`src/wzht_pkg.sv`:
```
// Shared types and codes for the window z-order hit test block.
// Holds the opcode and status codes, the rectangle record and default sizes.
// No dependencies.
package wzht_pkg;

    localparam int MAX_WINDOWS_DEF = 16;

    localparam int OPC_W    = 3;
    localparam int SLOT_W   = 4;
    localparam int COORD_W  = 12;
    localparam int SIZE_W   = 11;
    localparam int STATUS_W = 2;

    localparam logic [OPC_W-1:0] OP_HIT    = 3'd0;
    localparam logic [OPC_W-1:0] OP_CREATE = 3'd1;
    localparam logic [OPC_W-1:0] OP_LIFT   = 3'd2;
    localparam logic [OPC_W-1:0] OP_REMOVE = 3'd3;
    localparam logic [OPC_W-1:0] OP_CLEAR  = 3'd4;

    localparam logic [STATUS_W-1:0] ST_OK   = 2'd0;
    localparam logic [STATUS_W-1:0] ST_FULL = 2'd1;
    localparam logic [STATUS_W-1:0] ST_BAD  = 2'd2;

    typedef struct packed {
        logic signed [COORD_W-1:0] x0;
        logic signed [COORD_W-1:0] y0;
        logic [SIZE_W-1:0]         w;
        logic [SIZE_W-1:0]         h;
    } t_rect;

endpackage

```
`src/window_zorder_hit_test_top.sv`:
```
// Window stack with z-order and point hit test, run by a small sequencer.
// The stacking order and the rectangles live in two memories with registered reads.
// Depends on wzht_pkg.
// A hit test visits the windows from the top of the stack down until one holds the point.
// A create scans the slots upward from slot 1 for the lowest free one.
// Lift/remove find the target and shift the stack above it down; clear keeps only the root.
// One item is in work at a time, and a new one is accepted once the result is registered.
// Reset is synchronous and leaves only the root window; no memory clearing pass is needed.
module window_zorder_hit_test_top
    import wzht_pkg::*;
#(
    parameter int MAX_WINDOWS = MAX_WINDOWS_DEF
) (
    input  logic                       i_clk,
    input  logic                       i_rst_n,
    input  logic                       i_valid,
    output logic                       o_stall,
    input  logic [OPC_W-1:0]           i_opcode,
    input  logic [SLOT_W-1:0]          i_slot,
    input  logic signed [COORD_W-1:0]  i_coord_x,
    input  logic signed [COORD_W-1:0]  i_coord_y,
    input  logic [SIZE_W-1:0]          i_size_w,
    input  logic [SIZE_W-1:0]          i_size_h,
    output logic                       o_valid,
    input  logic                       i_stall,
    output logic [STATUS_W-1:0]        o_status,
    output logic                       o_hit,
    output logic [SLOT_W-1:0]          o_result_slot
);

    localparam int SW = $clog2(MAX_WINDOWS);
    localparam int CW = SW + 1;

    localparam logic [3:0] S_IDLE = 4'd0;
    localparam logic [3:0] S_HT_Z = 4'd1;
    localparam logic [3:0] S_HT_R = 4'd2;
    localparam logic [3:0] S_HT_C = 4'd3;
    localparam logic [3:0] S_CR   = 4'd4;
    localparam logic [3:0] S_FD_Z = 4'd5;
    localparam logic [3:0] S_FD_C = 4'd6;
    localparam logic [3:0] S_SH_R = 4'd7;
    localparam logic [3:0] S_SH_W = 4'd8;
    localparam logic [3:0] S_SH_F = 4'd9;
    localparam logic [3:0] S_RESP = 4'd10;

    logic [3:0]                r_state, n_state;
    logic [SW-1:0]             r_idx, n_idx;
    logic [CW-1:0]             r_count, n_count;
    logic [MAX_WINDOWS-1:0]    r_used, n_used;
    logic [OPC_W-1:0]          r_op, n_op;
    logic [SW-1:0]             r_tgt, n_tgt;
    t_rect                     r_new, n_new;
    logic [STATUS_W-1:0]       r_res_status, n_res_status;
    logic                      r_res_hit, n_res_hit;
    logic [SW-1:0]             r_res_slot, n_res_slot;
    logic                      r_ovalid;
    logic [STATUS_W-1:0]       r_ostatus;
    logic                      r_ohit;
    logic [SLOT_W-1:0]         r_oslot;

    logic [SW-1:0]             r_zq;
    t_rect                     r_rq;
    logic [SW-1:0]             zmem [MAX_WINDOWS];
    t_rect                     rmem [MAX_WINDOWS];

    logic                      w_accept;
    logic                      w_out_free;
    logic                      w_tgt_bad;
    logic                      w_more;
    logic                      w_inside;
    logic signed [COORD_W:0]   w_x_end;
    logic signed [COORD_W:0]   w_y_end;
    logic                      w_z_re;
    logic                      w_r_re;
    logic [SW-1:0]             w_z_raddr;
    logic                      w_z_we;
    logic [SW-1:0]             w_z_waddr;
    logic [SW-1:0]             w_z_wdata;
    logic                      w_r_we;

    assign o_stall    = (r_state != S_IDLE);
    assign w_accept   = i_valid && !o_stall;
    assign w_out_free = !r_ovalid || !i_stall;

    assign w_tgt_bad = (i_slot == '0) || (32'(i_slot) >= MAX_WINDOWS) ||
                       !r_used[SW'(i_slot)];
    assign w_more    = ((CW'(r_idx) + CW'(1)) < r_count);

    assign w_x_end  = $signed({r_rq.x0[COORD_W-1], r_rq.x0}) + $signed({2'b00, r_rq.w});
    assign w_y_end  = $signed({r_rq.y0[COORD_W-1], r_rq.y0}) + $signed({2'b00, r_rq.h});
    assign w_inside = (r_rq.x0 <= r_new.x0) &&
                      ($signed({r_new.x0[COORD_W-1], r_new.x0}) <= w_x_end) &&
                      (r_rq.y0 <= r_new.y0) &&
                      ($signed({r_new.y0[COORD_W-1], r_new.y0}) <= w_y_end);

    always_comb begin
        w_z_re    = 1'b0;
        w_r_re    = 1'b0;
        w_z_raddr = r_idx;
        w_z_we    = 1'b0;
        w_z_waddr = r_idx;
        w_z_wdata = r_zq;
        w_r_we    = 1'b0;
        case (r_state)
            S_HT_Z, S_FD_Z: begin
                w_z_re = 1'b1;
            end
            S_SH_R: begin
                w_z_re    = 1'b1;
                w_z_raddr = r_idx + SW'(1);
            end
            S_HT_R: begin
                w_r_re = 1'b1;
            end
            S_SH_W: begin
                w_z_we = 1'b1;
            end
            S_SH_F: begin
                w_z_we    = (r_op == OP_LIFT);
                w_z_waddr = SW'(r_count - CW'(1));
                w_z_wdata = r_tgt;
            end
            S_CR: begin
                w_z_we    = !r_used[r_idx];
                w_r_we    = !r_used[r_idx];
                w_z_waddr = SW'(r_count);
                w_z_wdata = r_idx;
            end
            default: begin
                w_z_re = 1'b0;
            end
        endcase
    end

    always_comb begin
        n_state      = r_state;
        n_idx        = r_idx;
        n_count      = r_count;
        n_used       = r_used;
        n_op         = r_op;
        n_tgt        = r_tgt;
        n_new        = r_new;
        n_res_status = r_res_status;
        n_res_hit    = r_res_hit;
        n_res_slot   = r_res_slot;
        case (r_state)
            S_IDLE: begin
                if (w_accept) begin
                    n_op         = i_opcode;
                    n_tgt        = SW'(i_slot);
                    n_new.x0     = i_coord_x;
                    n_new.y0     = i_coord_y;
                    n_new.w      = i_size_w;
                    n_new.h      = i_size_h;
                    n_res_status = ST_OK;
                    n_res_hit    = 1'b0;
                    n_res_slot   = '0;
                    n_state      = S_RESP;
                    case (i_opcode)
                        OP_HIT: begin
                            n_idx   = SW'(r_count - CW'(1));
                            n_state = S_HT_Z;
                        end
                        OP_CREATE: begin
                            if (32'(r_count) >= MAX_WINDOWS) begin
                                n_res_status = ST_FULL;
                            end else begin
                                n_idx   = SW'(1);
                                n_state = S_CR;
                            end
                        end
                        OP_LIFT, OP_REMOVE: begin
                            if (w_tgt_bad) begin
                                n_res_status = ST_BAD;
                            end else begin
                                n_idx   = SW'(1);
                                n_state = S_FD_Z;
                            end
                        end
                        OP_CLEAR: begin
                            n_used  = MAX_WINDOWS'(1);
                            n_count = CW'(1);
                        end
                        default: begin
                            n_state = S_RESP;
                        end
                    endcase
                end
            end
            S_HT_Z: begin
                n_state = S_HT_R;
            end
            S_HT_R: begin
                n_state = S_HT_C;
            end
            S_HT_C: begin
                if (w_inside) begin
                    n_res_hit  = 1'b1;
                    n_res_slot = r_zq;
                    n_state    = S_RESP;
                end else if (r_idx == '0) begin
                    n_state = S_RESP;
                end else begin
                    n_idx   = r_idx - SW'(1);
                    n_state = S_HT_Z;
                end
            end
            S_CR: begin
                if (!r_used[r_idx]) begin
                    n_used[r_idx] = 1'b1;
                    n_count       = r_count + CW'(1);
                    n_res_slot    = r_idx;
                    n_state       = S_RESP;
                end else begin
                    n_idx = r_idx + SW'(1);
                end
            end
            S_FD_Z: begin
                n_state = S_FD_C;
            end
            S_FD_C: begin
                if (r_zq == r_tgt) begin
                    n_state = w_more ? S_SH_R : S_SH_F;
                end else if (!w_more) begin
                    n_res_status = ST_BAD;
                    n_state      = S_RESP;
                end else begin
                    n_idx   = r_idx + SW'(1);
                    n_state = S_FD_Z;
                end
            end
            S_SH_R: begin
                n_state = S_SH_W;
            end
            S_SH_W: begin
                n_idx   = r_idx + SW'(1);
                n_state = (((CW'(r_idx) + CW'(2)) < r_count)) ? S_SH_R : S_SH_F;
            end
            S_SH_F: begin
                if (r_op == OP_REMOVE) begin
                    n_count        = r_count - CW'(1);
                    n_used[r_tgt]  = 1'b0;
                end
                n_state = S_RESP;
            end
            S_RESP: begin
                if (w_out_free) begin
                    n_state = S_IDLE;
                end
            end
            default: begin
                n_state = S_IDLE;
            end
        endcase
    end

    always_ff @(posedge i_clk) begin
        if (!i_rst_n) begin
            r_state  <= S_IDLE;
            r_count  <= CW'(1);
            r_used   <= MAX_WINDOWS'(1);
            r_ovalid <= 1'b0;
        end else begin
            r_state <= n_state;
            r_count <= n_count;
            r_used  <= n_used;
            if (w_out_free) begin
                r_ovalid <= (r_state == S_RESP);
            end
        end
    end

    always_ff @(posedge i_clk) begin
        r_idx        <= n_idx;
        r_op         <= n_op;
        r_tgt        <= n_tgt;
        r_new        <= n_new;
        r_res_status <= n_res_status;
        r_res_hit    <= n_res_hit;
        r_res_slot   <= n_res_slot;
        if (w_out_free && (r_state == S_RESP)) begin
            r_ostatus <= r_res_status;
            r_ohit    <= r_res_hit;
            r_oslot   <= SLOT_W'(r_res_slot);
        end
    end

    // The root is never stored: stack position 0 and slot 0 read as the root.
    always_ff @(posedge i_clk) begin
        if (w_z_we) begin
            zmem[w_z_waddr] <= w_z_wdata;
        end
        if (w_z_re) begin
            r_zq <= (w_z_raddr == '0) ? '0 : zmem[w_z_raddr];
        end
    end

    always_ff @(posedge i_clk) begin
        if (w_r_we) begin
            rmem[r_idx] <= r_new;
        end
        if (w_r_re) begin
            r_rq <= (r_zq == '0) ? '0 : rmem[r_zq];
        end
    end

    assign o_valid       = r_ovalid;
    assign o_status      = r_ostatus;
    assign o_hit         = r_ohit;
    assign o_result_slot = r_oslot;

endmodule

```
`config.mk`:
```
export PLATFORM = sky130hd
export DESIGN_NAME = window_zorder_hit_test_top
export DESIGN_NICKNAME = d
export VERILOG_FILES = /design/src/wzht_pkg.sv /design/src/window_zorder_hit_test_top.sv
export SDC_FILE = /design/constraint.sdc
export NUM_CORES = 1
export LEC_CHECK = 0
export BUFFER_PORTS_ARGS = -buffer_cell sky130_fd_sc_hd__buf_2
export CAP_MARGIN = 20
export CORE_MARGIN = 2
export CORE_UTILIZATION = 60
export CTS_CLUSTER_DIAMETER = 80
export DETAILED_ROUTE_END_ITERATION = 16
export HOLD_SLACK_MARGIN = 0.15
export MAX_ROUTING_LAYER = met4
export PLACE_DENSITY = 0.77
export SLEW_MARGIN = 20
export SYNTH_ARGS = -nofsm -noshare
export SYNTH_HDL_FRONTEND = slang
export SYNTH_SLANG_ARGS = --single-unit
```
`constraint.sdc`:
```
create_clock -name i_clk -period 15.3 [get_ports i_clk]
set_input_delay 3.06 -clock i_clk [delete_from_list [all_inputs] [get_ports i_clk]]
set_output_delay 3.06 -clock i_clk [all_outputs]
set_load 0.05 [all_outputs]
```
* Word level (Yosys, flattened, before mapping) *
Memories as Yosys holds them, arrays and structs flattened. A register that Yosys moved wholly into a read port is not among the register bits.
Index checks and enable logic that the tools add are counted.

word-level totals
  register bits = 97
  bits in writable memories = 800
  input bits = 57
  output and inout bits = 9
  memories kept = 2

operators by class
  $add $sub $neg = 8
  magnitude comparators = 12
  equality and inequality tests = 32
  muxes and demuxes = 66
  bitwise logic cells = 3
  reductions and logical operators = 35

memory list
  name  depth  bits a word  rd ports  clocked after Yosys merged registers in  wr ports  line                              source
  rmem  16     46           1         1                                        1         window_zorder_hit_test_top.sv:64  t_rect rmem [MAX_WINDOWS];
  zmem  16     4            1         1                                        1         window_zorder_hit_test_top.sv:63  logic [SW-1:0] zmem [MAX_WINDOWS];

operator list
  kind                  count
  $mux W4               23
  $mux W16              4
  $pmux W16 S3          1
  $pmux W4 S11          1
  $pmux W4 S3           3
  $add A12 B12 Y13      2
  $le A12 B13 Y1        2
  $le A12 B12 Y1        2
  $ne A2 B2 Y1 const B  11
  $logic_not A4 Y1      5
  $mux W5               4
  $pmux W4 S5           1
  $and A16 B16 Y16      1
  $eq A4 B3 Y1 const B  4
  $not A16 Y16          1
  $or A16 B16 Y16       1
  $pmux W4 S2           2
  $lt A4 B5 Y1 const B  3
  $pmux W5 S3           1
  $mux W1               14
  $eq A3 B2 Y1 const B  4
  $eq A4 B4 Y1 const B  3
  $lt A5 B5 Y1          2
  $reduce_and A10 Y1    1
  36 further kinds      60

* Depth between registers and ports, before layout *
  word-level depth = 8
  gate-level depth with buffers = 18
  mapped depth without buffers = 18

* Worst setup path after synthesis *
OpenSTA, ideal clock, no wires.

  kind = reg-to-reg
  start point = register r_idx[0]
  end point = memory rmem[0][0] (netlist name), enable pin
  setup time = 0.506 ns
  data arrival time = 4.613 ns
  required time = 14.794 ns
  path slack = 10.180 ns
  cell stages (with the launch flop) = 6
  period minus slack after synthesis = 5.120 ns
  path through = edfxtp_1 -> buf_6 -> mux4_2 -> a22oi_1 -> nand2_1 -> nor3_1

on the way
  cells in the longest elaborated chain, start to end = 6

ends and longest elaborated chain
  item                           line                               source
  start, declared                window_zorder_hit_test_top.sv:47   logic [SW-1:0] r_idx, n_idx;
  start signal, assigned         window_zorder_hit_test_top.sv:274  r_idx <= n_idx;
  $bmux W1 S4                    window_zorder_hit_test_top.sv:125  w_r_we = !r_used[r_idx];
  $mux W1 (implied by the code)  window_zorder_hit_test_top.sv:125
  $logic_not A1 Y1               n/a
  $mux W1                        window_zorder_hit_test_top.sv:104  case (r_state)
  $mux W1                        window_zorder_hit_test_top.sv:299  if (w_r_we) begin
  $mux W1 (implied by the code)  window_zorder_hit_test_top.sv:300  rmem[r_idx] <= r_new;
  end, declared                  window_zorder_hit_test_top.sv:64

Several ways; a longest one is shown, not always the timed one. The select of a mux whose other input is x is not followed.

* Final worst setup path *
  start point = register r_state[0]
  end point = output port o_stall

on the way
  cells in the longest elaborated chain, start to end = 1

ends and longest elaborated chain
  item                    line                               source
  start, declared         window_zorder_hit_test_top.sv:46   logic [3:0] r_state, n_state;
  start signal, assigned  window_zorder_hit_test_top.sv:264  r_state <= n_state;
  $reduce_bool A4 Y1      window_zorder_hit_test_top.sv:81   assign o_stall = (r_state != S_IDLE);
  end, declared           window_zorder_hit_test_top.sv:17   output logic o_stall,

Every way passes these cells.

==> flow_summary.json <==
{
  "clkSinkCount": 943,
  "dp_slack_ns": 10.18,
  "power_density_mw_per_mm2": 166,
  "rsz0062_at_grt": "no",
  "setup_tns_ns": 0,
  "cts_resized": 0,
  "fillers": 4060,
  "cts_tree": "built",
  "drv_slew": 0,
  "rows": 93,
  "die_h_um": 259,
  "port_buffers": 65,
  "synth-edff-count": 917,
  "synth_seq_area_share_pct": 72.2,
  "tightest_slew_ns": 1.07,
  "cp_max_fo": 22,
  "drive_above_1_share_pct": 24.1,
  "endpoint_kind": "primary output",
  "synth-seq-cells": 943,
  "max_freq_ghz": 0.185,
  "drcViolationCount": 0,
  "avgSynthCellArea_um2": 19.5,
  "wire_per_inst_um": 29.1,
  "synth_top_cell_by_area": "edfxtp_1",
  "worstPathArrival_ns": 2.34,
  "viasPerCell": 6.63,
  "ir_drop_mv": 0.106,
  "clockBufferDepth": 3,
  "crit_type": "reg2out",
  "critPathRequiredTime_ns": 12.24,
  "startpoint_type": "flip-flop",
  "die_w_um": 259,
  "antenna_cells": 0,
  "dp_hpwl_um": 45500,
  "start_util_pct": 60.5,
  "drt-initial-drc-count": 2087,
  "fp.dieArea_mm2": 0.0668,
  "period_share_pct": 35.3,
  "post_cts_buffers": 0,
  "critPathMaxStageDelay_ns": 0.79,
  "worst-path-buf-inv": 1,
  "relSlewSlack_pct": 28.5,
  "grt_max_degree": 105,
  "synthCells": 1992,
  "synth_area_leaders": "edfxtp_1 71%, mux4_2 14%, ha_1 2.9%, dfxtp_1 1.3%, nor2b_1 1.0%",
  "detail-route-antenna-nets": 0,
  "ios": 66,
  "setup_viol": 0,
  "firstDrtPassIters": 5,
  "crit_path_top_delay_cell": "dfxtp_1",
  "vias": 20053,
  "synth_nets": 2141,
  "synth.most_common_cell": "edfxtp_1",
  "yosysTopAreaCellShare_pct": 70.9,
  "crit_family": "flip-flops",
  "p_leak_nw": 14.3,
  "clock_latency_ns": 0.65,
  "cts-root-buf": "clkbuf_16",
  "async_reset_ff_share_pct": 0,
  "gr-usage-all-layers_pct": 27.7,
  "gp_congestion": 0.883,
  "antenna_found_initial": 4,
  "gr-total-overflow": 0,
  "synth_area_mm2": 0.0389,
  "synthToLayoutAreaGrowth_pct": 11.6,
  "grt_pass1_vias": 20496,
  "hold_violations": 0,
  "ys_warn_count": 0,
  "core_area_mm2": 0.0642,
  "yosys_most_used_dff": "edfxtp_1",
  "crit_chain": "nor2_1 -> nand2_1 -> buf_2",
  "ctsHoldBuffers": 0,
  "synth_cell_type_count": 80,
  "drv_cap": 0,
  "min_path_type": "reg2reg",
  "cts_max_level": 3,
  "setup_ws_ns": 9.90,
  "clkTransAtPathRegs_ns": 0.06,
  "synth.top_cells.by_count": "917 x edfxtp_1, 250 x mux4_2, 90 x ha_1",
  "skew_ns": 0.0162,
  "grt_first_pass_wirelength_um": 130000,
  "wl_um": 87900,
  "min_period_ns": 5.40,
  "finalNetCount": 2242,
  "status": "finished clean",
  "numCtsBuffers": 94
}
[per-stage QoR]
stage / power, mW / area (um^2) / util (%) / hold slack [ns] / instances
floorplan: 4.38 / 38900 / - / 0.400 / 1992
global placement: 4.78 / 40200 / 62.5 / 0.401 / 2852
detailed placement: 4.84 / 40200 / 62.5 / 0.405 / 2852
CTS: 7.21 / 43300 / 67.5 / 0.419 / 3024
global route: 7.46 / 43400 / 67.5 / 0.429 / 3024
finish: 7.18 / 43400 / 67.5 / 0.418 / 3024
[worst register-to-register path: stages, from the launching register on]
cell and delay [ns]:
edfxtp_1 0.40, ha_1 0.21, inv_1 0.07, fa_1 0.21, nor2b_1 0.06, o21ai_0 0.29, a21oi_1 0.14, o21ai_0 0.32
a21o_1 0.20, o221ai_1 0.14, or3b_2 0.46, ha_1 0.35, nand4_1 0.17, a311oi_1 0.08, o311ai_0 0.35, o311a_1 0.49
nand3_1 0.26, and3_1 0.32
[logic make-up (layout without fill, tap and decap cells)]
family,after synthesis,count (layout),synth area share (%)
AOI/OAI and AO/OA,209,209,3.56
DFF,943,943,72.2
and+or+nand+nor,302,302,3.96
adders and majority gates,92,92,3.00
buffers and inverters,153,330,1.59
xor gates and xnor gates,30,30,0.724
muxes,263,263,15.0
[power by group]
part	switching, mW	total [mW]	internal [mW]
Sequential	0.234	3.39	3.15
Clock	0.954	2.38	1.42
Combinational	0.806	1.42	0.614
Total	1.99	7.18	5.19
[routing by layer]
layer  vias up  share of wire, %  global-route usage, %
met5         -                 0                      -
li1       8390                 -                      -
met1     10468                39                   37.6
met3       186               8.3                   4.88
met2      1009                49                   43.2
met4         0               3.1                   9.46
[final timing paths]
kind	startpoint	to	slack, ns	cells after the start
worst min-delay path	r_res_slot[0]$_DFFE_PP_	o_result_slot[0]$_DFFE_PP_	0.42	0
worst max register to register	r_rq[34]$_SDFFCE_PN0P_	r_idx[1]$_DFFE_PP_	10.52	17
worst min register to register	r_res_slot[0]$_DFFE_PP_	o_result_slot[0]$_DFFE_PP_	0.42	0
worst max-delay path	r_state[0]$_SDFFE_PN0P_	o_stall	9.90	3
[layout by cell type (no fill, tap or decap), types with 6 or more instances in the layout]
cell type and count:
buf_2 65, a22oi_1 10, edfxtp_1 917, ha_1 90, xor2_1 11, bufinv_16 17, clkbuf_16 95, xnor2_1 18
mux4_2 250, clkinv_2 18, nand2_1 71, and3_2 6, o211ai_1 9, nand2b_1 16, nand3_1 34, and3_1 8
nand4_1 11, nor4_1 6, o21ai_0 45, a31oi_1 12, buf_4 27, inv_1 56, a21o_1 10, nor2b_1 62
a21oi_1 59, dfxtp_1 26, a211oi_1 12, nor3_1 11, nor2_1 54, clkbuf_1 12, mux2i_1 8, o221a_2 7
inv_2 8, clkinv_1 21
[sequential cells by signal, summed over array words and instances, names as in the netlist]
name	cells
r_new	46
rmem	736
r_res_slot	4
r_rq	46
o_status	2
o_result_slot	4
r_state	4
r_zq	4
r_count	5
r_op	3
o_valid	1
r_res_status	2
r_idx	4
r_res_hit	1
r_used	16
zmem	60
r_tgt	4
o_hit	1
[cell type report]
type | count | area (um^2) | share of cell area (%)
multi-input cells | 896 | 10200 | 23.6
repair buffers | 93 | 548 | 1.26
clock buffers | 107 | 2420 | 5.59
clock inverters | 65 | 769 | 1.77
inverters | 65 | 244 | 0.563
well taps | 855 | 1070 | 2.47
flip-flops and latches | 943 | 28100 | 64.7
No activity file was read; power rests on OpenSTA's default activity.
